<file path="config.mk">
export PLATFORM = sky130hd
export DESIGN_NAME = lsac_bit_find
export DESIGN_NICKNAME = d
export VERILOG_FILES = /design/src/hdl/lsac_pkg.sv /design/src/hdl/lsac_bit_find.sv
export SDC_FILE = /design/constraint.sdc
export NUM_CORES = 1
export LEC_CHECK = 0
export ABC_AREA = 0
export BUFFER_PORTS_ARGS = -buffer_cell sky130_fd_sc_hd__buf_2
export CAP_MARGIN = 20
export CELL_PAD_IN_SITES_DETAIL_PLACEMENT = 2
export CELL_PAD_IN_SITES_GLOBAL_PLACEMENT = 2
export CORE_MARGIN = 8
export CORE_UTILIZATION = 31
export DETAILED_ROUTE_END_ITERATION = 6
export GPL_ROUTABILITY_DRIVEN = 0
export MAX_ROUTING_LAYER = met4
export PLACE_DENSITY = 0.89
export SYNTH_ARGS = -nofsm -noshare
export SYNTH_HDL_FRONTEND = slang
export SYNTH_SLANG_ARGS = --single-unit
</file>
<file path="constraint.sdc">
create_clock -name vclk -period 3.7
set_input_delay 0.74 -clock vclk [all_inputs]
set_output_delay 0.74 -clock vclk [all_outputs]
set_load 0.05 [all_outputs]
</file>
<file path="src/hdl/lsac_pkg.sv">
// ----------------------------------------------------------------------------
// lsac_pkg: shared types and constants for the longest segment block
// Holds field widths, the bitmap word geometry and the structs that pass
// between the sequencer, the bit search unit and the register block.
// ----------------------------------------------------------------------------
`default_nettype none

package lsac_pkg;

  // Width of every length and position field on the ports.
  localparam int LEN_W  = 11;
  // The cut bitmap is stored and scanned one word at a time.
  localparam int WORD_W = 32;
  localparam int BIT_W  = 5;

  // Register index of bar_length (taken from paddr[2]).
  localparam logic REG_BAR_LENGTH = 1'b0;

  typedef logic [LEN_W-1:0]  len_t;
  typedef logic [WORD_W-1:0] word_t;
  typedef logic [BIT_W-1:0]  bit_idx_t;

  // Request to the bit search unit.
  typedef struct packed {
    word_t    word;   // bitmap word to search
    bit_idx_t lim;    // search strictly below (down) or above (up) this bit
    logic     whole;  // ignore lim and search the whole word
    logic     up;     // 1: lowest set bit above lim, 0: highest set bit below
  } find_req_t;

  // Answer of the bit search unit.
  typedef struct packed {
    logic     found;
    bit_idx_t idx;
  } find_rsp_t;

  // Status from the register block to the sequencer.
  typedef struct packed {
    logic restore;  // bar_length written this cycle
    len_t len;      // effective bar length, clamped
  } cfg_stat_t;

endpackage : lsac_pkg

`default_nettype wire

</file>
<file path="src/hdl/lsac_bit_find.sv">
// ----------------------------------------------------------------------------
// lsac_bit_find: nearest set bit search within one bitmap word
// Finds the highest set bit below a limit or the lowest set bit above it,
// or over the whole word. Shared by the left and right neighbor scans.
// ----------------------------------------------------------------------------
`default_nettype none

module lsac_bit_find
  import lsac_pkg::*;
(
  input  find_req_t req,
  output find_rsp_t rsp
);

  // Qualify each bit, then keep the last hit in search order.
  always_comb begin
    logic     hit;
    bit_idx_t pos;
    logic     in_range;
    hit = 1'b0;
    pos = '0;
    for (int i = 0; i < WORD_W; i++) begin
      if (req.up) begin
        // Walk downward so that the lowest qualifying bit wins.
        in_range = req.whole || (bit_idx_t'(WORD_W - 1 - i) > req.lim);
        if (in_range && req.word[WORD_W-1-i]) begin
          hit = 1'b1;
          pos = bit_idx_t'(WORD_W - 1 - i);
        end
      end else begin
        // Walk upward so that the highest qualifying bit wins.
        in_range = req.whole || (bit_idx_t'(i) < req.lim);
        if (in_range && req.word[i]) begin
          hit = 1'b1;
          pos = bit_idx_t'(i);
        end
      end
    end
    rsp.found = hit;
    rsp.idx   = pos;
  end

endmodule : lsac_bit_find

`default_nettype wire

</file>
==> results of run 1 <==
-- synth_stat cells, drive strengths merged, types with 6 or more instances --
cell	instances
nand2	46
o21ai	31
a21oi	24
buf	24
nand3	24
nor2	19
o211ai	16
inv	12
nand2b	9
o21a	9
a31oi	8
nand4	8
nor3	8
nor2b	7
a21boi	6
and3	6
or3	6
-- cells by family after synthesis --
group	share of synthesized area, %
compound gates	51.0
mux	0.455
simple gates	38.8
buf+inv	9.72
-- through the flow --
step                      utilization, %  hold WS (ns)  worst slack (ns)
after floorplan                        -          1.85            0.0314
after global placement              47.2          2.08            -0.227
after detailed placement            47.2          2.09            -0.360
==> impl_metrics.ini, run 1 <==
[floorplan]
die_x_microns = 100
io_pins = 45
floorplan.initialDensity_pct = 32.2
die_h_microns = 100
rows = 30

[synthesis]
ys_seq_area_share_pct = 0
syn_area_per_cell_sq_um = 6.19
synthCells = 356
synth_top_area_share_pct = 7.84
syn_nets = 395
ys_types = 72
yosysTopAreaCell = nand2_1
yosysWarnings = 0
netlist_area_sq_mm = 0.00220
synth.area.top_cells = nand2_1 (7.8%), o21ai_0 (5.9%), nand3_1 (5.5%)

[clock_tree]
cts_setup_buffers = 5
cts_resized = 66
cts_hold_buffers = 0

[place]
place_area_sq_mm = 0.00322
io_buffers = 45
placed_cells = 579
hpwlAfterDp_microns = 13700

[outcome]
status = did not finish
haltStage = 4_1_cts
error_line = [ERROR DPL-0033] detailed placement checks failed during check placement.
==> inputs of run 2 (changes only) <==
--- a/config.mk
+++ b/config.mk
@@ -8,14 +8,11 @@
 export ABC_AREA = 0
 export BUFFER_PORTS_ARGS = -buffer_cell sky130_fd_sc_hd__buf_2
 export CAP_MARGIN = 20
-export CELL_PAD_IN_SITES_DETAIL_PLACEMENT = 2
-export CELL_PAD_IN_SITES_GLOBAL_PLACEMENT = 2
 export CORE_MARGIN = 8
-export CORE_UTILIZATION = 31
+export CORE_UTILIZATION = 20
 export DETAILED_ROUTE_END_ITERATION = 6
 export GPL_ROUTABILITY_DRIVEN = 0
-export MAX_ROUTING_LAYER = met4
-export PLACE_DENSITY = 0.89
+export PLACE_DENSITY_LB_ADDON = 0.15
 export SYNTH_ARGS = -nofsm -noshare
 export SYNTH_HDL_FRONTEND = slang
 export SYNTH_SLANG_ARGS = --single-unit
==> run 2 against run 1 <==
Net effect: the run now ends clean; area after synthesis stayed put; synthesized cell count stayed put.
==> impl_metrics.ini, run 2 <==
[pwr]
cellLeakagePower_uw = 0.00170
ir_drop_mv = 0.0771
power.density_mw_per_mm2 = 153
finalPower_uw = 590

[place]
place_area_sq_mm = 0.00351
io_buffers = 45
placed_cells = 647
hpwlAfterDp_microns = 10600

[timing]
clock.fmax_mhz = 273
fin_hold_ws_ns = 2.07
setup_viol = 0
drv_slew = 0
hold_violations = 0
rsz0062_at_grt = yes
slew_headroom_pct = 67.3
tightest_slew_ns = 0.485
period_share_pct = 98.9
period_minus_slack_ns = 3.66

[routing]
drt_first_pass_iters = 5
viasPerCell = 5.55
ant_nets = 0
routed_wl_microns = 12600
vias = 3621
drcViolationCount = 0
drt_iter0_drc = 295
post_drt_wl_per_cell_microns = 19.4

[synthesis]
synth_commonest_cells = nand2_1 (46), o21ai_0 (26), nand3_1 (24)
yosysTopAreaCell = nand2_1
ys_types = 72
yosysMostFrequentCell = nand2_1
yosysWarnings = 0
netlist_area_sq_mm = 0.00220
syn_nets = 395
synth.area.top_cells = nand2_1 (7.8%), o21ai_0 (5.9%), nand3_1 (5.5%)
syn_area_per_cell_sq_um = 6.19
synth_top_area_share_pct = 7.84
synthCells = 356
ys_seq_area_share_pct = 0

[job]
cap_violations = 0

[global_route]
grt_pass1_wl_microns = 19700
grt_use_total_pct = 16.7
grt_antenna_before_repair = 0
grt_max_degree = 20
overflow = 0
grt_pass1_vias = 3568

[worst_setup_path]
critPathLaunchType = input pin
path_max_fanout = 8
cp-end-kind = output pin
arrival_ns = 2.92
critPathTopFamily = simple AND/OR/NAND/NOR gates
timing.critical_path.depth = 10
required_ns = 2.96
critPathKind = input pin to output pin
cpPeakStageDelay_ns = 0.49
crit_slowest_cell = or4_4
crit_top_cell = buf_6
crit_buf_inv = 3
path_cells = buf_6 > nand2b_4 > buf_4 > o31a_1 > o21ai_1 > nand2_1 > or3_1 > or4_4 > a31oi_2 > buf_6

[final_layout]
regArea_sq_um = 0
stdcell_area_sq_mm = 0.00384
layout_commonest_cell = buf_4
n_antenna_cell = 0
final_cell_mix = buf_4 (135), nand2_1 (45), buf_2 (33), nand3_1 (23), o21ai_0 (21)
layout.cells.non_filler = 652
design.seq.count = 0
utilization_pct = 35.6
drive_above_1_share_pct = 47.1
clock_buffers = 0
syn_to_final_growth_pct = 74.6
nets = 553

[outcome]
status = finished clean

[floorplan]
floorplan.initialDensity_pct = 20.4
dieArea_sq_mm = 0.0146
rows = 38
die_x_microns = 121
core_sq_mm = 0.0108
io_pins = 45
die_h_microns = 121

[hold_path]
hp-class = input pin to output pin
hold_start = req[24]
hold_path_end = rsp[4]
hold_depth = 4
==> run 2: routing by layer <==
metal / share of wire, % / vias up / track usage, %
met2: 46 / 151 / 28.2
li1: - / 1731 / -
met3: 5.1 / 35 / 1.26
met1: 44 / 1704 / 21.8
met5: 0 / - / 0
met4: 4.6 / 0 / 6.40
==> run 2: logic make-up (layout without fill, tap and decap cells) <==
kind of cell | Yosys count | after routing | synth area share [%]
AND/OR/NAND/NOR | 160 | 160 | 38.8
multiplexers | 1 | 1 | 0.455
buffers and inverters | 40 | 196 | 9.72
AO/OA/AOI/OAI | 155 | 155 | 51.0
==> run 2: how the worst max path moves through the flow <==
stage | startpoint | to | slack (ns)
after global placement | req[4] | rsp[2] | -0.28
after CTS | req[5] | rsp[2] | -0.02
final | req[1] | rsp[4] | 0.04
after global routing | req[1] | rsp[0] | -0.04
after detailed placement | req[4] | rsp[2] | -0.25
after floorplan | req[3] | rsp[3] | 0.03
==> run 2: report_power, final <==
group / switching (uW) / internal, uW
logic: 322 / 268
clock network: 0 / 0
registers: 0 / 0
total: 322 / 268
==> run 2: metrics by stage <==
step | setup WS [ns] | setup TNS (ns)
floorplan | 0.0314 | 0
global placement | -0.280 | -0.994
detailed placement | -0.246 | -0.928
CTS | -0.0192 | -0.0192
global route | -0.0430 | -0.0939
finish | 0.0405 | 0
==> run 2: timing repair <==
item                                    4_1_cts  5_1_grt
setup buffers                                 3        2
resized for setup                            33       45
endpoints found under the hold margin         0        0
pin swaps                                    10       14
endpoints found under the setup margin        6        6
hold buffers                                  0        0
gates cloned                                  0        0
==> run 2: area by class of cell <==
cell class,count,area (sq um)
multi-input cells,316,2230
inverters,12,45.0
well taps,140,175
fillers,1155,6950
repair buffers,184,1390
No activity file was read; power rests on OpenSTA's default activity.
==> inputs of run 3 (changes only) <==
--- a/config.mk
+++ b/config.mk
@@ -6,8 +6,10 @@
 export NUM_CORES = 1
 export LEC_CHECK = 0
 export ABC_AREA = 0
-export BUFFER_PORTS_ARGS = -buffer_cell sky130_fd_sc_hd__buf_2
-export CAP_MARGIN = 20
+export BUFFER_PORTS_ARGS = -buffer_cell sky130_fd_sc_hd__clkbuf_2
+export CAP_MARGIN = 5
+export CELL_PAD_IN_SITES_DETAIL_PLACEMENT = 1
+export CELL_PAD_IN_SITES_GLOBAL_PLACEMENT = 2
 export CORE_MARGIN = 8
 export CORE_UTILIZATION = 20
 export DETAILED_ROUTE_END_ITERATION = 6
==> run 3 against run 2 <==
Net effect: maximum frequency decreased by 0.94%; combinational power rose by 12%; cell area rose by 8.5%; cell count increased by 0.77%; highest routed layer unchanged; first-iteration DRC count decreased by 27%; setup slack worse by 0.035 ns; largest cell class unchanged; count of clock-buffer cells in the layout did not move.
==> impl_metrics.ini, run 3 (synthesized netlist as in run 2, its figures left out) <==
[timing]
finalWorstSetupSlack_ns = 0.00578
slew_headroom_pct = 51.6
clock.fmax_mhz = 271
drv_slew = 0
hold_violations = 0
tightest_slew_ns = 0.725
fin_tns_setup_ns = 0
setup_viol = 0
period_minus_slack_ns = 3.69
period_share_pct = 99.8
rsz0062_at_grt = yes

[global_route]
overflow = 0
grt_pass1_wl_microns = 21500
grt_max_degree = 15
met1_usage_pct = 22.4
grt_antenna_before_repair = 0
grt_use_total_pct = 18.4
grt_pass1_vias = 3935
use_met3_pct = 1.07
busiest_layer = met2
grt_use_met2_pct = 33.9

[routing]
drt_iter0_drc = 215
drt_first_pass_iters = 4
ant_nets = 0
drcViolationCount = 0
routed_wl_microns = 14200
viasPerCell = 5.59
post_drt_wl_per_cell_microns = 21.6
vias = 3672

[pwr]
p_comb_share_pct = 100.0
ir_drop_mv = 0.0841
finalPower_uw = 663
p_switching_uw = 352
power.density_mw_per_mm2 = 159
cellLeakagePower_uw = 0.00178
internal-power_uw = 311
power_frac_seq_pct = 0
pwr-share-clk_pct = 0
swShare_pct = 53.1

[place]
dp_slack_ns = -0.211
placed_cells = 641
hpwlAfterDp_microns = 11600
io_buffers = 45

[final_layout]
design.seq.count = 0
n_antenna_cell = 0
layout.cells.non_filler = 657
regArea_sq_um = 0
final_cell_mix = buf_4 (132), nand2_1 (43), clkbuf_2 (32), o21ai_0 (23), nand3_1 (21)
syn_to_final_growth_pct = 89.4
nets = 558
layout_commonest_cell = buf_4
clock_buffers = 0
drive_above_1_share_pct = 52.2

[worst_setup_path]
cp-end-kind = output pin
critPathKind = input pin to output pin
path_max_fanout = 9
arrival_ns = 2.95
required_ns = 2.96
critPathLaunchType = input pin

[floorplan]
floorplan.initialDensity_pct = 20.4
die_x_microns = 121
dieArea_sq_mm = 0.0146
rows = 38
io_pins = 45
core_sq_mm = 0.0108
die_h_microns = 121

[hold_path]
hp-class = input pin to output pin

[clock_tree]
cts_hold_buffers = 0

[outcome]
status = finished clean

[job]
cap_violations = 0
-- run 3: final cells by class --
class	count	area [sq um]
fill	1343	6620
timing repair buffer	189	1520
inverter	12	48.8
tap	140	175
multi-input combinational	316	2430
-- run 3: power by group through the flow --
| stage | Clock (uW) | Combinational [uW] | Sequential, uW |
|---|---|---|---|
| floorplan | 0 | 272 | 0 |
| global placement | 0 | 552 | 0 |
| detailed placement | 0 | 555 | 0 |
| CTS | 0 | 608 | 0 |
| global route | 0 | 704 | 0 |
| finish | 0 | 663 | 0 |
-- run 3: path summary, 6_finish.rpt --
check                 slack, ns      to  cells after the start    start
worst max-delay path      0.006  rsp[0]                     12   req[1]
worst min-delay path       2.10  rsp[4]                      4  req[24]
-- run 3: timing repair --
item                                    in CTS  in global routing
pin swaps                                   17                 30
gates resized for setup                     57                 72
gates cloned                                 1                  0
endpoints found under the setup margin       6                  6
setup buffers                                7                  8
-- run 3: routing by layer --
metal  up-vias  share of wire [%]
met4         0                3.7
met5         -                  0
met3        30                2.7
met2        99                 50
li1       1733                  -
met1      1810                 44
-- run 3: worst max-delay path, cell delays in order --
cell and delay (ns):
buf_12 0.12, nand3b_4 0.20, buf_4 0.16, o21ai_1 0.21, buf_4 0.18, a2bb2o_1 0.30
a311oi_2 0.27, a211oi_2 0.12, buf_4 0.14, o211ai_1 0.18, nand3_2 0.15, buf_12 0.18
-- run 3: metrics by stage --
step	cell area [sq um]	utilization [%]	hold slack [ns]
floorplan	2220	-	1.85
global placement	3480	32.3	2.16
detailed placement	3480	32.3	2.14
CTS	3840	35.6	2.10
global route	4170	38.6	2.14
finish	4170	38.6	2.10
==> inputs of run 4 (changes only) <==
--- a/config.mk
+++ b/config.mk
@@ -8,8 +8,6 @@
 export ABC_AREA = 0
 export BUFFER_PORTS_ARGS = -buffer_cell sky130_fd_sc_hd__clkbuf_2
 export CAP_MARGIN = 5
-export CELL_PAD_IN_SITES_DETAIL_PLACEMENT = 1
-export CELL_PAD_IN_SITES_GLOBAL_PLACEMENT = 2
 export CORE_MARGIN = 8
 export CORE_UTILIZATION = 20
 export DETAILED_ROUTE_END_ITERATION = 6
==> run 4 against run 3 <==
Net effect: die area is the same; via count decreased by 3.6%; setup slack improved by 0.0018 ns; count of clock-buffer cells in the layout unchanged; non-clock buffer count shrank 22; maximum frequency about the same; critical path type unchanged; sequential cell count unchanged; first-iteration DRC count rose by 49%; largest power group unchanged; global-route usage is 2.0 points lower; critical path depth shrank 1; cell count down 3.3%; utilization is 2.7 points lower.
==> impl_metrics.ini, run 4 (synthesized netlist as in run 2, its figures left out) <==
[outcome]
status = finished clean

[final_layout]
n_fill_cell = 1131
n_antenna_cell = 0
clock_buffers = 0
drive_above_1_share_pct = 46.1
nets = 536
layout_commonest_cell = buf_4
final_cell_mix = buf_4 (113), nand2_1 (45), clkbuf_2 (33), o21ai_0 (21), nand3_1 (20)
design.seq.count = 0
syn_to_final_growth_pct = 76.4
regArea_sq_um = 0
layout.cells.non_filler = 635

[timing]
hold_violations = 0
tightest_slew_ns = 0.430
setup_viol = 0
period_minus_slack_ns = 3.69
period_share_pct = 99.8
clock.fmax_mhz = 271
finalWorstSetupSlack_ns = 0.00757
slew_headroom_pct = 71.2
rsz0062_at_grt = yes
drv_slew = 0

[worst_setup_path]
critPathLaunchType = input pin
required_ns = 2.96
crit_slowest_cell = a221o_1
critPathTopFamily = compound AO/OA/AOI/OAI gates
path_cells = clkbuf_8 > buf_12 > buf_4 > a211oi_1 > o21a_1 > and3b_1 > o21ai_0 > and4b_1 > a221o_1 > a311oi_4 > buf_12
crit_buf_inv = 4
path_max_fanout = 13
crit_top_cell = buf_12
arrival_ns = 2.95
cpPeakStageDelay_ns = 0.36
cp-end-kind = output pin
critPathKind = input pin to output pin

[pwr]
power_frac_seq_pct = 0
pwr-share-clk_pct = 0
finalPower_uw = 617
ir_drop_mv = 0.0857
internal-power_uw = 290
p_switching_uw = 327
swShare_pct = 53.1
power.density_mw_per_mm2 = 159
p_comb_share_pct = 100.0
cellLeakagePower_uw = 0.00169

[job]
cap_violations = 0

[routing]
drcViolationCount = 0
drt_iter0_drc = 320
viasPerCell = 5.57
routed_wl_microns = 12200
vias = 3540
post_drt_wl_per_cell_microns = 19.3
ant_nets = 0
drt_first_pass_iters = 5

[floorplan]
floorplan.initialDensity_pct = 20.4
core_sq_mm = 0.0108
die_x_microns = 121
die_h_microns = 121
rows = 38
dieArea_sq_mm = 0.0146
io_pins = 45

[clock_tree]
cts_hold_buffers = 0

[hold_path]
hp-class = input pin to output pin

[place]
hpwlAfterDp_microns = 10100
dp_slack_ns = -0.322
io_buffers = 45
placed_cells = 622

[global_route]
grt_pass1_wl_microns = 19500
grt_max_degree = 27
grt_pass1_vias = 3560
grt_use_total_pct = 16.4
overflow = 0
grt_antenna_before_repair = 0
==> run 4: timing repair <==
action / 4_1_cts / 5_1_grt
endpoints found under the setup margin: 6 / 6
hold endpoints to repair: 0 / 0
setup buffers: 10 / 3
resized for setup: 43 / 38
pin swaps: 16 / 16
==> run 4: power groups by stage <==
stage	clock [uW]	sequential [uW]	combinational, uW
after floorplan	0	0	272
after global placement	0	0	537
after CTS	0	0	580
after detailed placement	0	0	534
after global routing	0	0	659
final	0	0	617
==> run 4: layout make-up <==
type	count	area (sq um)	area share, %
inverters	12	45.0	1.16
multi-input cells	316	2290	59.0
well taps	140	175	4.51
repair buffers	167	1370	35.3
==> run 4: path summary, 6_finish.rpt <==
kind	startpoint	end	slack (ns)	cells past startpoint
max	req[4]	rsp[1]	0.008	11
min	req[24]	rsp[4]	2.10	4
==> run 4: per-layer routing <==
metal / wire [microns] / GRT usage, %
met5: 0 / 0
met4: 363 / 5.00
met3: 659 / 1.16
met2: 5860 / 28.9
met1: 5350 / 20.8
==> run 4: through the flow <==
step	util [%]	hold WS (ns)	area, sq um	setup TNS (ns)
detailed placement	31.5	2.07	3390	-0.890
floorplan	-	1.85	2220	0
global placement	31.5	2.09	3390	-0.930
CTS	34.1	2.11	3680	-0.0154
finish	36.0	2.10	3880	0
global route	36.0	2.12	3880	-0.0807
