**config.mk**
```make
export PLATFORM = sky130hd
export DESIGN_NAME = lsac_cfg
export DESIGN_NICKNAME = d
export VERILOG_FILES = /design/src/hdl/lsac_pkg.sv /design/src/hdl/lsac_cfg.sv
export SDC_FILE = /design/constraint.sdc
export NUM_CORES = 1
export LEC_CHECK = 0
export BUFFER_PORTS_ARGS = -buffer_cell sky130_fd_sc_hd__buf_2
export CORE_ASPECT_RATIO = 0.8
export CORE_MARGIN = 2
export CORE_UTILIZATION = 32
export CTS_BUF_LIST = sky130_fd_sc_hd__clkbuf_2
export DETAILED_ROUTE_END_ITERATION = 10
export PLACE_DENSITY = 0.79
export SLEW_MARGIN = 20
export SYNTH_ARGS = -nofsm -noshare
export SYNTH_HDL_FRONTEND = slang
export SYNTH_SLANG_ARGS = --single-unit
```
**constraint.sdc**
```tcl
create_clock -name clk -period 0.8 [get_ports clk]
set_input_delay 0.08 -clock clk [delete_from_list [all_inputs] [get_ports clk]]
set_output_delay 0.08 -clock clk [all_outputs]
set_load 0.1 [all_outputs]
```
**src/hdl/lsac_pkg.sv**
```systemverilog
// ----------------------------------------------------------------------------
// lsac_pkg: shared types and constants for the longest segment block
// Holds field widths, the bitmap word geometry and the structs that pass
// between the sequencer, the bit search unit and the register block.
// ----------------------------------------------------------------------------
`default_nettype none

package lsac_pkg;

  // Width of every length and position field on the ports.
  localparam int LEN_W  = 11;
  // The cut bitmap is stored and scanned one word at a time.
  localparam int WORD_W = 32;
  localparam int BIT_W  = 5;

  // Register index of bar_length (taken from paddr[2]).
  localparam logic REG_BAR_LENGTH = 1'b0;

  typedef logic [LEN_W-1:0]  len_t;
  typedef logic [WORD_W-1:0] word_t;
  typedef logic [BIT_W-1:0]  bit_idx_t;

  // Request to the bit search unit.
  typedef struct packed {
    word_t    word;   // bitmap word to search
    bit_idx_t lim;    // search strictly below (down) or above (up) this bit
    logic     whole;  // ignore lim and search the whole word
    logic     up;     // 1: lowest set bit above lim, 0: highest set bit below
  } find_req_t;

  // Answer of the bit search unit.
  typedef struct packed {
    logic     found;
    bit_idx_t idx;
  } find_rsp_t;

  // Status from the register block to the sequencer.
  typedef struct packed {
    logic restore;  // bar_length written this cycle
    len_t len;      // effective bar length, clamped
  } cfg_stat_t;

endpackage : lsac_pkg

`default_nettype wire

```
**src/hdl/lsac_cfg.sv**
```systemverilog
// ----------------------------------------------------------------------------
// lsac_cfg: APB register block for the bar length
// Holds bar_length, clamps it to the supported range and signals a restore
// of the whole bar whenever it is written.
// ----------------------------------------------------------------------------
`default_nettype none

module lsac_cfg
  import lsac_pkg::*;
#(
  parameter int LEN_MAX = 1024
) (
  input  wire logic        clk,
  input  wire logic        rst_n,
  input  wire logic        psel,
  input  wire logic        penable,
  input  wire logic        pwrite,
  input  wire logic [2:0]  paddr,
  input  wire logic [31:0] pwdata,
  output logic      [31:0] prdata,
  output logic             pready,
  output cfg_stat_t        stat
);

  localparam len_t LenMax   = len_t'(LEN_MAX);
  localparam len_t LenReset = len_t'(1024);

  len_t bar_length_r;
  logic wr_bar;

  assign pready = 1'b1;
  assign wr_bar = psel && penable && pwrite && (paddr[2] == REG_BAR_LENGTH);

  // Register write.
  always_ff @(posedge clk) begin
    if (!rst_n) begin
      bar_length_r <= LenReset;
    end else if (wr_bar) begin
      bar_length_r <= pwdata[LEN_W-1:0];
    end
  end

  // Read back; other addresses read as zero.
  assign prdata = (paddr[2] == REG_BAR_LENGTH) ? 32'(bar_length_r) : 32'd0;

  // Effective length: zero acts as one, values above the limit saturate.
  always_comb begin
    stat.restore = wr_bar;
    if (bar_length_r == '0) begin
      stat.len = len_t'(1);
    end else if (bar_length_r > LenMax) begin
      stat.len = LenMax;
    end else begin
      stat.len = bar_length_r;
    end
  end

endmodule : lsac_cfg

`default_nettype wire

```
### After elaboration in Yosys (flattened, before gate mapping)

Index checks and enable logic that the tools add are counted.

* $lt $le $gt $ge: 1
* mux-type cells: 3
* bitwise operators: 1
* reduce and logical (&&, ||, !) cells: 4

Operators by type and width (count)
* 2-to-1 mux 11 bit: 3
* > comparator 11 bit, second input constant: 1
* logical NOT 11 bit: 1
* logical AND 1 bit: 3
* NOT 1 bit: 1

* flip-flop bits (word level): 11
* input port bits: 40
* output and inout bits: 45
* word-level logic and storage cells: 10

### Longest topological paths before layout

Gate-level depths: netlist of run 1.

* word-level depth: 3
* mapped depth: 5

### Worst setup path after synthesis of run 1

Ideal clock, no wire load.

* kind: register to output
* start point: register bar_length_r[8]
* end point: output stat[0] (netlist name)
* arrival: 1.926 ns
* required time: 0.720 ns
* path slack: -1.206 ns
* cell stages (with the launch flop): 4
* path buffers: 0
* path through: dfxtp_1 > nor4_1 > a31oi_1 > nor2_1

RTL lines
* start: declaration: line lsac_cfg.sv:28 `len_t bar_length_r;`
* start signal: assignment: line lsac_cfg.sv:37 `bar_length_r <= LenReset;`
* start signal: assignment: line lsac_cfg.sv:39 `bar_length_r <= pwdata[LEN_W-1:0];`
* end: declaration: line lsac_cfg.sv:22 `output cfg_stat_t stat`

==> load_flow_metrics.sql, run 1 <==
INSERT INTO impl_metrics (metric_group, metric, value, unit) VALUES
('clock_network', 'clk_pin_slew', '0.11', 'ns'),
('clock_network', 'cts_inserted_buffers', '3', ''),
('final_layout', 'fillCellCount', '149', ''),
('route', 'dr.first_iter.drc_count', '32', ''),
('run_status', 'violations', 'setup timing', ''),
('route', 'antenna_violating_nets_post_route', '0', ''),
('sta', 'worst_clock_skew', '0', 'ns'),
('critical_path', 'critPathSlowestCell', 'sky130_fd_sc_hd__dfxtp_2', ''),
('sta', 'finalHoldViolations', '0', ''),
('final_layout', 'insertedDiodeCount', '0', ''),
('yosys', 'share_of_flip_flops_with_an_asynchronous_set_or_reset', '0', ''),
('final_layout', 'drive_above_1_share', '0.748', ''),
('route', 'num_vias', '857', ''),
('critical_path', 'critical_path_class', 'flop to primary output', ''),
('critical_path', 'critPathCaptureType', 'primary output', ''),
('yosys', 'yosysWarningCount', '0', ''),
('route', 'detailedRoute.firstPassIterationCount', '4', ''),
('global_routing', 'antenna_found_initial', '0', ''),
('placed_design', 'rd_place_congestion', '0.702', ''),
('critical_path', 'crit_path_cell_trace', 'nor4_4 > a31oi_2 > nor2_4 > buf_12', ''),
('yosys', 'synthCells', '102', ''),
('clock_network', 'postCtsHoldBufs', '0', ''),
('final_layout', 'largest_registers_in_the_final_layout', 'bar_length_r x11', ''),
('global_routing', 'grt_max_degree', '12', ''),
('critical_path', 'max_stage_delay', '0.37', 'ns'),
('floorplanning', 'dieArea', '2940', 'µm²'),
('floorplanning', 'core-area', '2420', 'µm²'),
('pwr', 'power-per-cell-area', '1010', 'nW/µm²'),
('run', 'drv.max_cap_violation_count', '0', ''),
('critical_path', 'cp_max_fo', '2', ''),
('sta', 'timing.fmax', '0.669', 'GHz'),
('clock_network', 'cts.root.buffer_cell', 'sky130_fd_sc_hd__clkbuf_2', ''),
('route', 'postRouteWirelength', '2.94', 'mm'),
('sta', 'drv_slew', '0', ''),
('clock_network', 'clock_insertion_delay_worst_skew', '0.27', 'ns'),
('route', 'detail_route.drc_violations', '0', ''),
('yosys', 'syn-mean-instance-area', '7.90', 'µm²'),
('clock_network', 'clock_tree.buffer_depth', '2', ''),
('run_status', 'status', 'complete, but fails checks', ''),
('sta', 'rsz0062_at_grt', 'true', ''),
('global_routing', 'use_met2', '0.379', ''),
('sta', 'report.final.setup_viol', '23', ''),
('critical_path', 'required', '0.72', 'ns'),
('yosys', 'synthFlopType', 'sky130_fd_sc_hd__dfxtp_1', ''),
('yosys', 'post_synth_instance_area', '806', 'µm²'),
('yosys', 'synth.yosys.seq_area_share', '0.273', ''),
('yosys', 'synth.lib_cells_used.distinct', '18', ''),
('sta', 'final.min_clock_period', '1.49', 'ns'),
('global_routing', 'grt_pass1_wl', '4.29', 'mm'),
('final_layout', 'flow.area_growth_from_synthesis', '125', '%'),
('floorplanning', 'die_width', '60.1', 'µm'),
('clock_network', 'tritoncts', 'built', ''),
('final_layout', 'largest_register', 'bar_length_r', ''),
('floorplanning', 'die_h', '48.9', 'µm'),
('yosys', 'edff_count_synth', '0', ''),
('route', 'routed_wire_length_per_instance', '14.8', 'µm'),
('global_routing', 'met1_usage', '0.214', ''),
('final_layout', 'design.final.nets', '204', ''),
('final_layout', 'largest_register_ffs', '11', ''),
('critical_path', 'crit_path_start_kind', 'flop', ''),
('yosys', 'postSynthRegisterBits', '11', ''),
('placed_design', 'pre_cts_ws', '-0.414', 'ns'),
('route', 'via_per_inst', '4.31', ''),
('global_routing', 'grt_util_met3', '0.0371', ''),
('sta', 'final_min_period_over_clock_period', '1.87', ''),
('sta', 'finalWorstSetupSlack', '-0.695', 'ns'),
('hold_path', 'worst_hold_path_type', 'primary input to flop', ''),
('clock_network', 'cts_sinks', '11', ''),
('floorplanning', 'starting_density', '0.333', ''),
('floorplanning', 'rows', '16', ''),
('global_routing', 'grt_util_all_layers', '0.199', ''),
('global_routing', 'grt_pass1_vias', '840', ''),
('critical_path', 'worst-endpoint-arrival', '1.41', 'ns'),
('placed_design', 'place.port_buffers', '39', ''),
('pwr', 'leakagePower', '0.729', 'nW'),
('critical_path', 'r2r_setup_slack', '-0.02', 'ns'),
('placed_design', 'place_hpwl', '1.97', 'mm'),
('floorplanning', 'io_pins', '85', ''),
('final_layout', 'final_util', '0.748', ''),
('clock_network', 'cts.htree.levels', '1', ''),
('pwr', 'ir_drop', '0.630', 'mV'),
('global_routing', 'most_used_routing_layer_in_global_routing', 'met2', ''),
('global_routing', 'grt.overflow.total', '0', '');
-- cell families after synthesis --
group,synth area share
simple gates,0.318
buf+inv,0.261
compound gates,0.138
flops,0.273
other cells,0.00932
-- final timing paths --
check | from | end | cells past startpoint
worst max-delay path | bar_length_r[2] | stat[0] | 4
worst min register to register | bar_length_r[0] | bar_length_r[0] | 2
worst min-delay path | pwdata[2] | bar_length_r[2] | 3
worst max register to register | bar_length_r[1] | bar_length_r[1] | 4
-- through the flow --
stage / cell area (µm²) / TNS (ns) / hold slack [ns] / std cells / power, mW
2_1_floorplan: 1080 / -4.75 / 0.203 / 122 / 1.36
3_5_place_dp: 1610 / -3.46 / 0.300 / 188 / 1.45
4_1_cts: 1730 / -8.46 / 0.0125 / 194 / 1.80
5_1_grt: 1810 / -9.57 / 0.0311 / 199 / 1.88
6_report: 1810 / -8.58 / 0.0378 / 199 / 1.83
3_3_place_gp: 1610 / -2.72 / 0.294 / 188 / 1.44
-- metal layers --
| metal | wire, µm | share of wire | vias up |
|---|---|---|---|
| li1 | - | - | 396 |
| met1 | 1080 | 0.37 | 407 |
| met2 | 1630 | 0.56 | 49 |
| met3 | 180 | 0.061 | 5 |
| met4 | 45 | 0.015 | 0 |
| met5 | 0 | 0 | - |
-- placed cells by master (no fill, tap or decap), types with 2 or more instances in the layout --
cell                       instances
sky130_fd_sc_hd__clkbuf_2          4
sky130_fd_sc_hd__buf_12           26
sky130_fd_sc_hd__buf_6            15
sky130_fd_sc_hd__nand2_4           2
sky130_fd_sc_hd__nand2_1          16
sky130_fd_sc_hd__buf_4             9
sky130_fd_sc_hd__nor2b_4          19
sky130_fd_sc_hd__dfxtp_2           7
sky130_fd_sc_hd__dfxtp_4           4
sky130_fd_sc_hd__conb_1           22
sky130_fd_sc_hd__a21boi_2          9
sky130_fd_sc_hd__nand2_2           4
sky130_fd_sc_hd__buf_2            16
-- where the power goes --
group	switching, mW	internal (mW)
Sequential	0.0179	0.551
Clock	0.200	0.133
Combinational	0.701	0.225
-- area by class of cell --
type,instances,area [µm²],share of cell area
timing repair buffer,66,837,0.462
multi-input combinational,81,658,0.363
sequential,11,244,0.135
tap,36,45.0,0.0248
clock buffer,4,20.0,0.0110
inverter,1,8.76,0.00483
-- critical path: cells and delay by family (launching register included) --
kind / cells / cell delay (ns)
simple gates: 2 / 0.43
compound gates: 1 / 0.15
flops: 1 / 0.37
buf+inv: 1 / 0.18
-- what timing repair did --
item | 4_1_cts | 5_1_grt
endpoints found under the hold margin | 0 | 0
pin swaps | 1 | 4
setup buffers | 2 | 8
gates resized for setup | 21 | 17
endpoints found under the setup margin | 23 | 25
-- cells in the mapped netlist, drive strengths merged, types with 2 or more instances --
cell / number / share of area
a21boi: 10 / 0.13
buf: 25 / 0.24
nand2: 22 / 0.10
conb: 2 / 0.0093
dfxtp: 11 / 0.27
nor2b: 19 / 0.15
nor2: 2 / 0.0093
clkbuf: 4 / 0.019
(Power assumes the default switching activity.)
==> run 2: changes to the inputs <==
--- a/config.mk
+++ b/config.mk
@@ -5,13 +5,14 @@
 export SDC_FILE = /design/constraint.sdc
 export NUM_CORES = 1
 export LEC_CHECK = 0
+export ABC_AREA = 1
 export BUFFER_PORTS_ARGS = -buffer_cell sky130_fd_sc_hd__buf_2
 export CORE_ASPECT_RATIO = 0.8
 export CORE_MARGIN = 2
-export CORE_UTILIZATION = 32
+export CORE_UTILIZATION = 31
 export CTS_BUF_LIST = sky130_fd_sc_hd__clkbuf_2
 export DETAILED_ROUTE_END_ITERATION = 10
-export PLACE_DENSITY = 0.79
+export PLACE_DENSITY = 0.78
 export SLEW_MARGIN = 20
 export SYNTH_ARGS = -nofsm -noshare
 export SYNTH_HDL_FRONTEND = slang
==> run 2 against run 1 <==
Compared with the run above: the run still ends with setup timing left; first-iteration DRC count rose by 31%; non-clock buffer count rose by 2; largest power group unchanged; sequential power rose by 3%; die area fell by 2.1%; cell area fell by 1.6%; via count rose by 18%; clock skew did not move; maximum frequency fell by 10%; clock power rose by 2%; critical path type unchanged; hold slack got worse by 0.0074 ns; critical path depth rose by 3.
==> load_flow_metrics.sql, run 2 <==
INSERT INTO impl_metrics (metric_group, metric, value, unit) VALUES
('critical_path', 'crit_path_cell_trace', 'nor2_2 > nand3_2 > nor2_4 > nor2_4 > buf_4 > nor2_4 > buf_12', ''),
('route', 'postRouteWirelength', '3.70', 'mm'),
('route', 'num_vias', '1011', ''),
('placed_design', 'rd_place_congestion', '0.788', ''),
('final_layout', 'multiInputGateArea', '593', 'µm²'),
('critical_path', 'required', '0.72', 'ns'),
('final_layout', 'largest_register', 'bar_length_r', ''),
('clock_network', 'clock_insertion_delay_worst_skew', '0.27', 'ns'),
('pwr', 'leakagePower', '0.802', 'nW'),
('sta', 'finalHoldViolations', '0', ''),
('yosys', 'synthFlopType', 'sky130_fd_sc_hd__dfxtp_1', ''),
('final_layout', 'most_common_cell_after_layout_fill_and_taps_aside', 'sky130_fd_sc_hd__buf_12', ''),
('sta', 'report.final.setup_viol', '28', ''),
('critical_path', 'worst-endpoint-arrival', '1.58', 'ns'),
('yosys', 'syn-mean-instance-area', '6.52', 'µm²'),
('clock_network', 'cts_inserted_buffers', '3', ''),
('floorplanning', 'die_width', '59.5', 'µm'),
('hold_path', 'worst_hold_path_type', 'primary input to flop', ''),
('yosys', 'synth_most_common_cell', 'sky130_fd_sc_hd__nor2_1', ''),
('clock_network', 'cts.root.buffer_cell', 'sky130_fd_sc_hd__clkbuf_2', ''),
('yosys', 'post_synth_most_frequent_cells', '44 x sky130_fd_sc_hd__nor2_1, 23 x sky130_fd_sc_hd__buf_4, 11 x sky130_fd_sc_hd__dfxtp_1, 11 x sky130_fd_sc_hd__inv_1, 6 x sky130_fd_sc_hd__o21ai_1', ''),
('yosys', 'share_of_flip_flops_with_an_asynchronous_set_or_reset', '0', ''),
('sta', 'final_min_period_over_clock_period', '2.08', ''),
('critical_path', 'cpMostUsedCell', 'sky130_fd_sc_hd__nor2_4', ''),
('global_routing', 'antenna_found_initial', '0', ''),
('sta', 'finalWorstSetupSlack', '-0.861', 'ns'),
('global_routing', 'grt_pass1_vias', '841', ''),
('route', 'via_per_inst', '4.84', ''),
('yosys', 'edff_count_synth', '0', ''),
('yosys', 'yosysTopAreaCellShare', '0.289', ''),
('yosys', 'post_synth_instance_area', '763', 'µm²'),
('clock_network', 'clock_tree.buffer_depth', '2', ''),
('run', 'drv.max_cap_violation_count', '0', ''),
('floorplanning', 'rows', '16', ''),
('placed_design', 'place_hpwl', '2.03', 'mm'),
('route', 'detailedRoute.firstPassIterationCount', '4', ''),
('placed_design', 'placement.cell_area', '1530', 'µm²'),
('yosys', 'synth.lib_cells_used.distinct', '19', ''),
('sta', 'worst_clock_skew', '0', 'ns'),
('pwr', 'ir_drop', '0.692', 'mV'),
('pwr', 'power.total', '2.34', 'mW'),
('placed_design', 'place.port_buffers', '39', ''),
('critical_path', 'critPathCaptureType', 'primary output', ''),
('critical_path', 'critPathSlowestCell', 'sky130_fd_sc_hd__dfxtp_2', ''),
('critical_path', 'crit_path_start_kind', 'flop', ''),
('sta', 'rsz0062_at_grt', 'true', ''),
('final_layout', 'design.final.nets', '223', ''),
('final_layout', 'largest_registers_in_the_final_layout', 'bar_length_r x11', ''),
('floorplanning', 'starting_density', '0.320', ''),
('yosys', 'synth.yosys.seq_area_share', '0.289', ''),
('sta', 'timing.fmax', '0.602', 'GHz'),
('clock_network', 'postCtsHoldBufs', '0', ''),
('floorplanning', 'dieArea', '2880', 'µm²'),
('route', 'routed_wire_length_per_instance', '17.7', 'µm'),
('final_layout', 'commonest_non_fill_non_tap_cells_in_the_layout', '25 x sky130_fd_sc_hd__buf_12, 24 x sky130_fd_sc_hd__nor2_4, 22 x sky130_fd_sc_hd__conb_1', ''),
('route', 'detail_route.drc_violations', '0', ''),
('global_routing', 'grt_util_all_layers', '0.213', ''),
('global_routing', 'grt_max_degree', '12', ''),
('floorplanning', 'io_pins', '85', ''),
('clock_network', 'tritoncts', 'built', ''),
('yosys', 'post_synth_main_area_contributors', 'sky130_fd_sc_hd__dfxtp_1 29%, sky130_fd_sc_hd__buf_4 23%, sky130_fd_sc_hd__nor2_1 22%', ''),
('final_layout', 'fillCellCount', '130', ''),
('pwr', 'power-per-cell-area', '1310', 'nW/µm²'),
('global_routing', 'grt_pass1_wl', '4.42', 'mm'),
('yosys', 'postSynthRegisterBits', '11', ''),
('global_routing', 'grt.overflow.total', '0', ''),
('yosys', 'synthCells', '117', ''),
('route', 'dr.first_iter.drc_count', '42', ''),
('critical_path', 'cp_max_fo', '4', ''),
('final_layout', 'post-route-cell-area', '1780', 'µm²'),
('critical_path', 'critical_path_class', 'flop to primary output', ''),
('run_status', 'violations', 'setup timing', ''),
('run_status', 'status', 'complete, but fails checks', ''),
('yosys', 'yosysWarningCount', '0', ''),
('floorplanning', 'die_h', '48.4', 'µm'),
('sta', 'drv_slew', '0', ''),
('floorplanning', 'core-area', '2380', 'µm²'),
('final_layout', 'largest_register_ffs', '11', ''),
('final_layout', 'insertedDiodeCount', '0', ''),
('clock_network', 'cts.htree.levels', '1', ''),
('route', 'antenna_violating_nets_post_route', '0', ''),
('critical_path', 'max_stage_delay', '0.36', 'ns'),
('yosys', 'netlist.top_cell.by_area', 'sky130_fd_sc_hd__dfxtp_1', ''),
('final_layout', 'drive_above_1_share', '0.703', ''),
('final_layout', 'seqCellArea', '235', 'µm²'),
('placed_design', 'pre_cts_ws', '-0.573', 'ns'),
('clock_network', 'clk_pin_slew', '0.12', 'ns'),
('final_layout', 'flow.area_growth_from_synthesis', '134', '%'),
('sta', 'final.min_clock_period', '1.66', 'ns'),
('clock_network', 'cts_sinks', '11', '');
## run 2: layer usage
metal / share of wire / global-route usage / up-vias
met4: 0.027 / 0.0795 / 0
met1: 0.38 / 0.252 / 478
met2: 0.50 / 0.372 / 86
li1: - / - / 438
met5: 0 / 0 / -
met3: 0.093 / 0.0374 / 9
## run 2: critical path, delay by kind of cell (launching register included)
| family | cells | cell delay [ns] |
|---|---|---|
| buffers and inverters | 2 | 0.33 |
| flip-flops | 1 | 0.36 |
| AND/OR/NAND/NOR | 5 | 0.59 |
## run 2: logic make-up after synthesis
logic type             synth area share
buffers and inverters             0.321
AO/OA/AOI/OAI                    0.0803
AND/OR/NAND/NOR                   0.300
flip-flops                        0.289
other                           0.00984
## run 2: final timing paths
check	startpoint	to	slack [ns]	cells past startpoint
max	bar_length_r[4]	stat[8]	-0.86	7
min reg2reg	bar_length_r[1]	bar_length_r[1]	0.52	2
min	pwdata[1]	bar_length_r[1]	0.03	3
max reg2reg	bar_length_r[9]	bar_length_r[9]	-0.16	5
## run 2: cell type report
cell class              instances  share of cell area
multi-input cells              87               0.332
clock buffers                   4              0.0112
flip-flops and latches         11               0.132
inverters                      12              0.0379
well taps                      27              0.0189
repair buffers                 68               0.468
## run 2: per-stage QoR
step,instances,TNS [ns],util,hold WS [ns]
after global routing,209,-14.70,0.749,0.0485
after floorplan,137,-6.83,-,0.210
final,209,-13.48,0.749,0.0303
after CTS,200,-11.44,0.699,0.0307
after global placement,193,-5.37,0.643,0.300
after detailed placement,193,-6.56,0.643,0.310
## run 2: repair_timing
item / CTS / global route
buffers inserted: 6 / 12
setup endpoints to repair: 25 / 27
gates resized for setup: 28 / 17
endpoints found under the hold margin: 0 / 0
pin swaps: 14 / 15
## run 2: where the power goes
| part | internal, mW | switching [mW] | total (mW) | leakage, nW |
|---|---|---|---|---|
| registers | 0.568 | 0.0188 | 0.587 | 0.0935 |
| logic | 0.389 | 1.02 | 1.41 | 0.692 |
| clock network | 0.132 | 0.206 | 0.338 | 0.0166 |
| total | 1.09 | 1.25 | 2.34 | 0.802 |
